===== config.mk =====
export PLATFORM = sky130hd
export DESIGN_NAME = square_channel_sweep_envelope
export DESIGN_NICKNAME = d
export VERILOG_FILES = /design/src/sv/scse_pkg.sv /design/src/sv/scse_csr.sv /design/src/sv/scse_core.sv /design/src/sv/square_channel_sweep_envelope.sv
export SDC_FILE = /design/constraint.sdc
export NUM_CORES = 1
export LEC_CHECK = 0
export BUFFER_PORTS_ARGS = -buffer_cell sky130_fd_sc_hd__buf_2
export CAP_MARGIN = 10
export CORE_UTILIZATION = 45
export CTS_BUF_LIST = sky130_fd_sc_hd__clkbuf_2
export DETAILED_ROUTE_END_ITERATION = 7
export PLACE_DENSITY = 0.66
export SLEW_MARGIN = 15
export SYNTH_ARGS = -nofsm -noshare
export SYNTH_HDL_FRONTEND = slang
export SYNTH_SLANG_ARGS = --single-unit

===== constraint.sdc =====
create_clock -name clock -period 5.93 [get_ports clock]
set_input_delay 1.779 -clock clock [delete_from_list [all_inputs] [get_ports clock]]
set_output_delay 1.779 -clock clock [all_outputs]
set_load 0.03 [all_outputs]

===== src/sv/scse_pkg.sv =====
// Package for the square channel with sweep and envelope.
// Holds the beat and register types, the codes, the constants and the duty table.
// Used by every module of the block; depends on nothing.
package scse_pkg;

   // Input beat modes.
   localparam logic [1:0] MODE_CYCLES  = 2'd0;
   localparam logic [1:0] MODE_FRAME   = 2'd1;
   localparam logic [1:0] MODE_TRIGGER = 2'd2;

   // Configuration register indexes.
   localparam logic [2:0] REG_DUTY_PATTERN      = 3'd0;
   localparam logic [2:0] REG_START_FREQUENCY   = 3'd1;
   localparam logic [2:0] REG_SWEEP_PERIOD      = 3'd2;
   localparam logic [2:0] REG_SWEEP_RSHIFT      = 3'd3;
   localparam logic [2:0] REG_SWEEP_SUBTRACT    = 3'd4;
   localparam logic [2:0] REG_ENVELOPE_INCREASE = 3'd5;
   localparam logic [2:0] REG_ENVELOPE_PERIOD   = 3'd6;
   localparam logic [2:0] REG_LENGTH_ENABLE     = 3'd7;

   // Frame sequencer step that clocks the envelope.
   localparam logic [2:0] STEP_ENVELOPE = 3'd7;

   localparam int CsrIndexWidth = 3;
   localparam int CsrDataWidth  = 11;

   localparam logic [10:0] FREQ_MAX      = 11'd2047;
   localparam logic [11:0] FREQ_SPAN     = 12'd2048;
   localparam logic [3:0]  VOLUME_MAX    = 4'd15;
   localparam logic [6:0]  LENGTH_FULL   = 7'd64;
   localparam logic [13:0] ACCUM_MAX     = 14'h3FFF;
   localparam logic [1:0]  DUTY_RESET    = 2'd2;

   typedef struct packed {
      logic [1:0] mode;
      logic [9:0] cycles;
      logic [2:0] frame_step;
      logic [3:0] start_volume;
      logic [6:0] start_length;
   } req_type;

   typedef struct packed {
      logic [3:0]  level;
      logic        channel_on;
      logic [10:0] frequency;
   } rsp_type;

   typedef struct packed {
      logic [1:0]  duty_pattern;
      logic [10:0] start_frequency;
      logic [2:0]  sweep_period;
      logic [2:0]  sweep_rshift;
      logic        sweep_subtract;
      logic        envelope_increase;
      logic [2:0]  envelope_period;
      logic        length_enable;
   } cfg_type;

   // Duty waveform bit for a pattern at a waveform position.
   function automatic logic duty_bit(input logic [1:0] pattern, input logic [2:0] pos);
      logic [7:0] bits;
      unique case (pattern)
         2'd0: bits = 8'h80;
         2'd1: bits = 8'h81;
         2'd2: bits = 8'hE1;
         default: bits = 8'h7E;
      endcase
      return bits[pos];
   endfunction

   // Sweep target: frequency plus or minus itself shifted right; bit 11 flags overflow.
   function automatic logic [11:0] sweep_calc(input logic [10:0] freq,
                                              input logic [2:0] shift,
                                              input logic subtract);
      logic [10:0] delta;
      delta = freq >> shift;
      if (subtract) begin
         return {1'b0, freq - delta};
      end
      return {1'b0, freq} + {1'b0, delta};
   endfunction

endpackage


===== src/sv/scse_csr.sv =====
// Configuration registers of the square channel.
// Takes writes from the register port and presents them as one struct.
// Depends on scse_pkg.
module scse_csr (
   input  logic                                  clock,
   input  logic                                  reset,
   input  logic                                  csr_valid,
   input  logic [scse_pkg::CsrIndexWidth-1:0]    csr_index,
   input  logic [scse_pkg::CsrDataWidth-1:0]     csr_data,
   output scse_pkg::cfg_type                     cfg
);

   scse_pkg::cfg_type cfg_ff, cfg_in;

   // Decode the register index and update the addressed field.
   always_comb begin
      cfg_in = cfg_ff;
      if (csr_valid) begin
         unique case (csr_index)
            scse_pkg::REG_DUTY_PATTERN:      cfg_in.duty_pattern      = csr_data[1:0];
            scse_pkg::REG_START_FREQUENCY:   cfg_in.start_frequency   = csr_data[10:0];
            scse_pkg::REG_SWEEP_PERIOD:      cfg_in.sweep_period      = csr_data[2:0];
            scse_pkg::REG_SWEEP_RSHIFT:      cfg_in.sweep_rshift      = csr_data[2:0];
            scse_pkg::REG_SWEEP_SUBTRACT:    cfg_in.sweep_subtract    = csr_data[0];
            scse_pkg::REG_ENVELOPE_INCREASE: cfg_in.envelope_increase = csr_data[0];
            scse_pkg::REG_ENVELOPE_PERIOD:   cfg_in.envelope_period   = csr_data[2:0];
            scse_pkg::REG_LENGTH_ENABLE:     cfg_in.length_enable     = csr_data[0];
            default: cfg_in = cfg_ff;
         endcase
      end
   end

   always_ff @(posedge clock) begin
      if (reset) begin
         cfg_ff <= '{duty_pattern: scse_pkg::DUTY_RESET, default: '0};
      end else begin
         cfg_ff <= cfg_in;
      end
   end

   assign cfg = cfg_ff;

endmodule


===== src/sv/scse_core.sv =====
// Channel state and its update for a single input beat.
// Holds timer, sweep, length and envelope state and forms the result fields.
// Depends on scse_pkg.
module scse_core (
   input  logic                 clock,
   input  logic                 reset,
   input  logic                 advance,
   input  scse_pkg::req_type    item,
   input  scse_pkg::cfg_type    cfg,
   output scse_pkg::rsp_type    result
);

   logic        active_ff, active_in;
   logic [10:0] freq_ff, freq_in;
   logic        sweep_active_ff, sweep_active_in;
   logic [2:0]  sweep_cd_ff, sweep_cd_in;
   logic [6:0]  length_ff, length_in;
   logic        env_active_ff, env_active_in;
   logic [2:0]  env_cd_ff, env_cd_in;
   logic [3:0]  volume_ff, volume_in;
   logic [2:0]  duty_pos_ff, duty_pos_in;
   logic [13:0] accum_ff, accum_in;

   logic [11:0] sweep_first;
   logic [10:0] sweep_clamped;
   logic [11:0] sweep_second;
   logic [11:0] sweep_trigger;
   logic [2:0]  sweep_cd_dec;
   logic [2:0]  env_cd_dec;
   logic [6:0]  length_dec;
   logic [14:0] accum_sum;
   logic [13:0] accum_sat;
   logic [13:0] timer_period;

   // Sweep targets: a step computes, clamps and rechecks; a trigger checks once.
   assign sweep_first   = scse_pkg::sweep_calc(freq_ff, cfg.sweep_rshift, cfg.sweep_subtract);
   assign sweep_clamped = sweep_first[11] ? scse_pkg::FREQ_MAX : sweep_first[10:0];
   assign sweep_second  = scse_pkg::sweep_calc(sweep_clamped, cfg.sweep_rshift,
                                               cfg.sweep_subtract);
   assign sweep_trigger = scse_pkg::sweep_calc(cfg.start_frequency, cfg.sweep_rshift,
                                               cfg.sweep_subtract);

   // Counter decrements; the sweep and length counters stop at zero.
   assign sweep_cd_dec = (sweep_cd_ff != 3'd0) ? sweep_cd_ff - 3'd1 : 3'd0;
   assign env_cd_dec   = env_cd_ff - 3'd1;
   assign length_dec   = (length_ff != 7'd0) ? length_ff - 7'd1 : 7'd0;

   // Waveform timer: saturating accumulate against (2048 - frequency) * 4.
   assign accum_sum    = {1'b0, accum_ff} + {5'd0, item.cycles};
   assign accum_sat    = accum_sum[14] ? scse_pkg::ACCUM_MAX : accum_sum[13:0];
   assign timer_period = {scse_pkg::FREQ_SPAN - {1'b0, freq_ff}, 2'b00};

   // Next state for the beat in the input register.
   always_comb begin
      active_in       = active_ff;
      freq_in         = freq_ff;
      sweep_active_in = sweep_active_ff;
      sweep_cd_in     = sweep_cd_ff;
      length_in       = length_ff;
      env_active_in   = env_active_ff;
      env_cd_in       = env_cd_ff;
      volume_in       = volume_ff;
      duty_pos_in     = duty_pos_ff;
      accum_in        = accum_ff;
      if (advance) begin
         unique case (item.mode)
            scse_pkg::MODE_CYCLES: begin
               if (active_ff) begin
                  accum_in = accum_sat;
                  if (accum_sat >= timer_period) begin
                     accum_in    = accum_sat - timer_period;
                     duty_pos_in = duty_pos_ff + 3'd1;
                  end
               end
            end
            scse_pkg::MODE_FRAME: begin
               // The frame steps matched below clock the sweep.
               if (item.frame_step[1:0] == 2'b10 && sweep_active_ff &&
                   cfg.sweep_period != 3'd0) begin
                  sweep_cd_in = sweep_cd_dec;
                  if (sweep_cd_dec == 3'd0) begin
                     if (sweep_first[11]) begin
                        active_in = 1'b0;
                     end
                     if (cfg.sweep_rshift != 3'd0) begin
                        freq_in = sweep_clamped;
                        if (sweep_second[11]) begin
                           active_in = 1'b0;
                        end
                     end
                     sweep_cd_in = cfg.sweep_period;
                  end
               end
               // Even steps clock the length counter.
               if (!item.frame_step[0] && cfg.length_enable) begin
                  length_in = length_dec;
                  if (length_dec == 7'd0) begin
                     active_in = 1'b0;
                  end
               end
               // The last step clocks the envelope.
               if (item.frame_step == scse_pkg::STEP_ENVELOPE && env_active_ff) begin
                  env_cd_in = env_cd_dec;
                  if (env_cd_dec == 3'd0) begin
                     if (cfg.envelope_increase) begin
                        if (volume_ff != scse_pkg::VOLUME_MAX) begin
                           volume_in = volume_ff + 4'd1;
                        end else begin
                           env_active_in = 1'b0;
                        end
                     end else begin
                        if (volume_ff != 4'd0) begin
                           volume_in = volume_ff - 4'd1;
                        end else begin
                           env_active_in = 1'b0;
                        end
                     end
                     env_cd_in = cfg.envelope_period;
                  end
               end
            end
            scse_pkg::MODE_TRIGGER: begin
               active_in       = !(cfg.sweep_rshift != 3'd0 && sweep_trigger[11]);
               freq_in         = cfg.start_frequency;
               volume_in       = item.start_volume;
               length_in       = (item.start_length == 7'd0 ||
                                  item.start_length > scse_pkg::LENGTH_FULL) ?
                                 scse_pkg::LENGTH_FULL : item.start_length;
               env_cd_in       = cfg.envelope_period;
               env_active_in   = cfg.envelope_period != 3'd0;
               sweep_cd_in     = cfg.sweep_period;
               sweep_active_in = cfg.sweep_period != 3'd0 || cfg.sweep_rshift != 3'd0;
               accum_in        = '0;
            end
            default: begin
               active_in = active_ff;
            end
         endcase
      end
   end

   always_ff @(posedge clock) begin
      if (reset) begin
         active_ff       <= 1'b0;
         freq_ff         <= '0;
         sweep_active_ff <= 1'b0;
         sweep_cd_ff     <= '0;
         length_ff       <= '0;
         env_active_ff   <= 1'b0;
         env_cd_ff       <= '0;
         volume_ff       <= '0;
         duty_pos_ff     <= '0;
         accum_ff        <= '0;
      end else begin
         active_ff       <= active_in;
         freq_ff         <= freq_in;
         sweep_active_ff <= sweep_active_in;
         sweep_cd_ff     <= sweep_cd_in;
         length_ff       <= length_in;
         env_active_ff   <= env_active_in;
         env_cd_ff       <= env_cd_in;
         volume_ff       <= volume_in;
         duty_pos_ff     <= duty_pos_in;
         accum_ff        <= accum_in;
      end
   end

   // Result fields reflect the state after the beat.
   assign result.level      = (active_in && scse_pkg::duty_bit(cfg.duty_pattern, duty_pos_in)) ?
                              volume_in : 4'd0;
   assign result.channel_on = active_in;
   assign result.frequency  = freq_in;

endmodule


===== src/sv/square_channel_sweep_envelope.sv =====
// Top level of the square channel with frequency sweep, length counter and envelope.
// Holds the input and result registers around the channel core.
// Depends on scse_pkg, scse_csr and scse_core.
//
// Usage: each beat on the req_ channel is one of three commands: advance the
// waveform timer by the amount given in the beat, run a frame sequencer step, or
// trigger the channel. Every beat produces exactly one beat on the rsp_
// channel carrying the output level, the enable flag and the current
// frequency, all as they stand after that command.
// A beat is taken when valid is high and stall is low. A command sits in the
// input register until it can advance, is applied to the channel state, and
// its result is registered into the result register.
// One command is taken every cycle while the receiver does not stall; the state
// update for a command happens in the same cycle it leaves the input register.
// When the receiver stalls, the result register holds its beat and the input
// register keeps its command; req_stall rises in that same cycle.
// Configuration registers are written through the csr_ port, which is always
// ready; write them only while no command is in flight.
// Reset clears the channel (off, all counters zero), sets duty select to 50%
// and clears all other configuration registers.
module square_channel_sweep_envelope (
   input  logic                                  clock,
   input  logic                                  reset,
   input  logic                                  req_valid,
   output logic                                  req_stall,
   input  scse_pkg::req_type                     req_data,
   output logic                                  rsp_valid,
   input  logic                                  rsp_stall,
   output scse_pkg::rsp_type                     rsp_data,
   input  logic                                  csr_valid,
   output logic                                  csr_ready,
   input  logic [scse_pkg::CsrIndexWidth-1:0]    csr_index,
   input  logic [scse_pkg::CsrDataWidth-1:0]     csr_data
);

   logic              req_valid_ff, req_valid_in;
   scse_pkg::req_type req_item_ff, req_item_in;
   logic              rsp_valid_ff, rsp_valid_in;
   scse_pkg::rsp_type rsp_item_ff, rsp_item_in;
   logic              advance;
   scse_pkg::cfg_type cfg;
   scse_pkg::rsp_type core_result;

   assign csr_ready = 1'b1;

   scse_csr u_csr (
      .clock     (clock),
      .reset     (reset),
      .csr_valid (csr_valid),
      .csr_index (csr_index),
      .csr_data  (csr_data),
      .cfg       (cfg)
   );

   scse_core u_core (
      .clock   (clock),
      .reset   (reset),
      .advance (advance),
      .item    (req_item_ff),
      .cfg     (cfg),
      .result  (core_result)
   );

   // A held command moves on when the result register is empty or being drained.
   assign advance   = req_valid_ff && (!rsp_valid_ff || !rsp_stall);
   assign req_stall = req_valid_ff && !advance;

   // Input register loads whenever it is not stalled.
   always_comb begin
      req_valid_in = req_valid_ff;
      req_item_in  = req_item_ff;
      if (!req_stall) begin
         req_valid_in = req_valid;
         req_item_in  = req_data;
      end
   end

   // Result register loads on advance and holds under stall.
   always_comb begin
      rsp_valid_in = rsp_valid_ff && rsp_stall;
      rsp_item_in  = rsp_item_ff;
      if (advance) begin
         rsp_valid_in = 1'b1;
         rsp_item_in  = core_result;
      end
   end

   always_ff @(posedge clock) begin
      if (reset) begin
         req_valid_ff <= 1'b0;
         rsp_valid_ff <= 1'b0;
      end else begin
         req_valid_ff <= req_valid_in;
         rsp_valid_ff <= rsp_valid_in;
      end
   end

   always_ff @(posedge clock) begin
      req_item_ff <= req_item_in;
      rsp_item_ff <= rsp_item_in;
   end

   assign rsp_valid = rsp_valid_ff;
   assign rsp_data  = rsp_item_ff;

endmodule


==> flow_metrics.tcl <==
set metrics [dict create \
    status "finished, final reports clean" \
    finalClockSkew_ns 0.03574 \
    top_layer "met4" \
    overflow 0 \
    crit_buf_inv 2 \
    fin_crit_sh_pct 94.71 \
    cellLeakagePower_nw 4.465 \
    vdd.ir_drop.worst_v 0.0001400 \
    hp-class "reg -> reg" \
    synth_edf_count 42 \
    maxCapViolations 0 \
    synthArstFlopShare_pct 0 \
    ys_types 79 \
    ys_seq_area_share_pct 29.98 \
    p_total_mw 1.615 \
    wl_met1_mm 11.79 \
    crit_slowest_cell "mux4_2" \
    tightestPinTransition_ns 0.8100 \
    insertion_delay_ns 0.70 \
    drc 0 \
    grt_pass1_wl_mm 40.18 \
    cts_made_buffers 17 \
    yosysTopAreaCell "dfxtp_1" \
    synth_flop_cell "dfxtp_1" \
    synth_area_leaders "dfxtp_1 16%, edfxtp_1 14%, ha_1 11%" \
    path_clk_slew_ns 0.18 \
    power_density_nw_per_um2 157.8 \
    num_vias 8585 \
    synthCells 1117 \
    fmax_mhz 178.1 \
    rows 51 \
    yosys_warnings 0 \
    end_kind "flip-flop" \
    multi_input_area_um2 6053 \
    antenna_found_initial 2 \
    worstPathRequired_ns 6.38 \
    detail-route-antenna-nets 0 \
    max_stage_delay_ns 0.52 \
    wl_mm 25.04 \
    routabilityCongestion 0.9642 \
    cts_tree "built" \
    fin_crit_ns 5.616 \
    fin_util_pct 51.74 \
    ios 64 \
    clock_sinks 117 \
    pre_cts_slack_ns 0.09322 \
    critPathLaunchType "flip-flop" \
    root_buffer "clkbuf_2" \
    wl_met3_mm 1.554 \
    die_w_um 145.1 \
    crit_type "reg -> reg" \
    setup_viol 0 \
    coreArea_um2 19780 \
    wl_per_cell_um 17.10 \
    critical_path_peak_fanout 8 \
    hold_buffers 0 \
    hpwl_mm 18.87 \
    r2r_slack_ns 0.31 \
    grt_usage_pct 23.63 \
    drtPass1Iterations 6 \
    hold_depth 2 \
    ys_ff_latch 117 \
    cts_max_level 4 \
    initial_core_util_pct 46.58 \
    nets 1312 \
    slew_viol_final 0 \
    synth_nets 1245 \
    cts_buffer_depth 2 \
    cp.depth 23 \
    register_area_um2 2771 \
    setup_ws_ns 0.3139 \
    fin_tns_setup_ns 0 \
    slew_headroom_pct 46.00 \
    die_h_um 145.1 \
    yosysTopAreaCellShare_pct 16.30 \
    area_growth_pct 11.08 \
    port_buffers 62 \
    crit_arrival_ns 6.07 \
    syn_area_um2 9214 \
    path_cells "buf_2 -> mux4_2 -> o21ai_2 -> ha_2 -> a21o_1 -> a2111oi_4 -> o31ai_2 -> and4_1 -> nor3_2 -> mux2i_1 -> mux2i_1 -> inv_2 -> mux4_2 -> ha_1 -> a21oi_1 -> nor2b_1 -> o21ai_0 -> a31oi_1 -> nand2_1 -> a311oi_2 -> o22ai_2 -> a31oi_4 -> nor3_1" \
    ff2ff_path_depth 23 \
    worst_path_dominant_cell_family "compound AO/OA/AOI/OAI gates" \
    final-hold-violation-count 0 \
    grt_max_degree 73 \
    die_area_um2 21050 \
    via_per_inst 5.864 \
    nFillCells 1936 \
    drtIter0Drc 795 \
    dr_wl_met2_mm 11.13 \
    grt_pass1_vias 7862 \
    syn_avg_cell_area_um2 8.249 \
    layout-drive-gt1-share_pct 15.54 \
]
==> repair_timing <==
item                                    in CTS  in global routing
resized for setup                            0                 20
setup buffers                                0                  3
endpoints found under the setup margin       0                  6
==> worst paths after layout <==
| kind | to | startpoint |
|---|---|---|
| max | rsp_data[14] | u_csr.cfg[7] |
| min | u_core.accum_ff[0] | u_core.accum_ff[0] |
| max reg2reg | rsp_data[14] | u_csr.cfg[7] |
| min reg2reg | u_core.accum_ff[0] | u_core.accum_ff[0] |
==> layer usage <==
| metal | track usage (%) | vias to the layer above |
|---|---|---|
| met5 | 0 | - |
| met4 | 7.316 | 0 |
| met3 | 4.623 | 42 |
| met2 | 37.04 | 296 |
| met1 | 32.59 | 4009 |
| li1 | - | 4238 |
==> worst min-delay path: stages, from the launching register on <==
cell     delay, ns
dfxtp_1       0.35
nand2_1       0.05
a21oi_1       0.05
==> state kept, by name (all words and copies together), names as in the netlist <==
| register | cells |
|---|---|
| u_csr.cfg | 25 |
| u_core.volume_ff | 4 |
| u_core.duty_pos_ff | 3 |
| rsp_valid | 1 |
| u_core.sweep_active_ff | 1 |
| u_core.accum_ff | 14 |
| u_core.freq_ff | 11 |
| u_core.env_cd_ff | 3 |
| req_valid_ff | 1 |
| req_item_ff | 26 |
| u_core.sweep_cd_ff | 3 |
| u_core.env_active_ff | 1 |
| u_core.length_ff | 7 |
| rsp_data | 16 |
| u_core.active_ff | 1 |
==> cell usage in the layout (no fill, tap or decap), types with 9 or more instances in the layout <==
master,count
ha_1,76
nand2_1,131
inv_1,57
edfxtp_1,42
nor2b_1,22
dfxtp_1,70
a22oi_1,22
nand4_1,10
mux2_2,9
o21ai_1,13
a211oi_1,12
clkbuf_2,18
o21ai_0,52
and3_1,13
a21oi_1,89
xnor2_1,21
buf_2,63
a21o_1,22
nor3_1,34
buf_4,41
a31oi_1,9
mux2i_1,40
nand3_1,24
nor2_1,96
xor2_1,14
==> final cells by class <==
cell class	instances	area share [%]
multi-input combinational	882	59.14
timing repair buffer	104	6.088
sequential	117	27.08
antenna	2	0.04890
inverter	62	2.274
clock inverter	14	1.247
tap	265	3.240
clock buffer	18	0.8802
==> power breakdown <==
part / leakage (nW) / internal [mW] / switching, mW
Combinational: 3.29 / 0.0998 / 0.156
Sequential: 1.04 / 0.854 / 0.0180
Clock: 0.142 / 0.158 / 0.329
==> cell usage after synthesis, drive strengths merged, types with 15 or more instances <==
library cell and instances:
nand2 131, nor2 96, a21oi 90, ha 79, dfxtp 75, o21ai 69, inv 61, clkbuf 47
edfxtp 42, mux2i 40, nor3 35, nand3 24, a21o 22, a22oi 22, nor2b 22, xnor2 21
a211oi 15
==> cells by family (layout without fill, tap and decap cells) <==
logic type,after synthesis,count (layout),synth area share [%]
compound gates,322,322,23.37
fa+ha+maj,83,83,11.60
xor+xnor,35,35,3.327
flops,117,117,29.98
mux,56,56,7.034
other cells,1,3,0.04070
buf+inv,118,198,4.984
simple gates,385,385,19.66
==> per-stage QoR <==
step / instance area, um^2 / cells / hold WS (ns)
floorplan: 9225 / 1117 / 0.4356
global placement: 9930 / 1427 / 0.4450
detailed placement: 9930 / 1427 / 0.4515
CTS: 10150 / 1459 / 0.4730
global route: 10230 / 1463 / 0.4938
finish: 10230 / 1464 / 0.4701
Power figures use the tool's default switching activity.
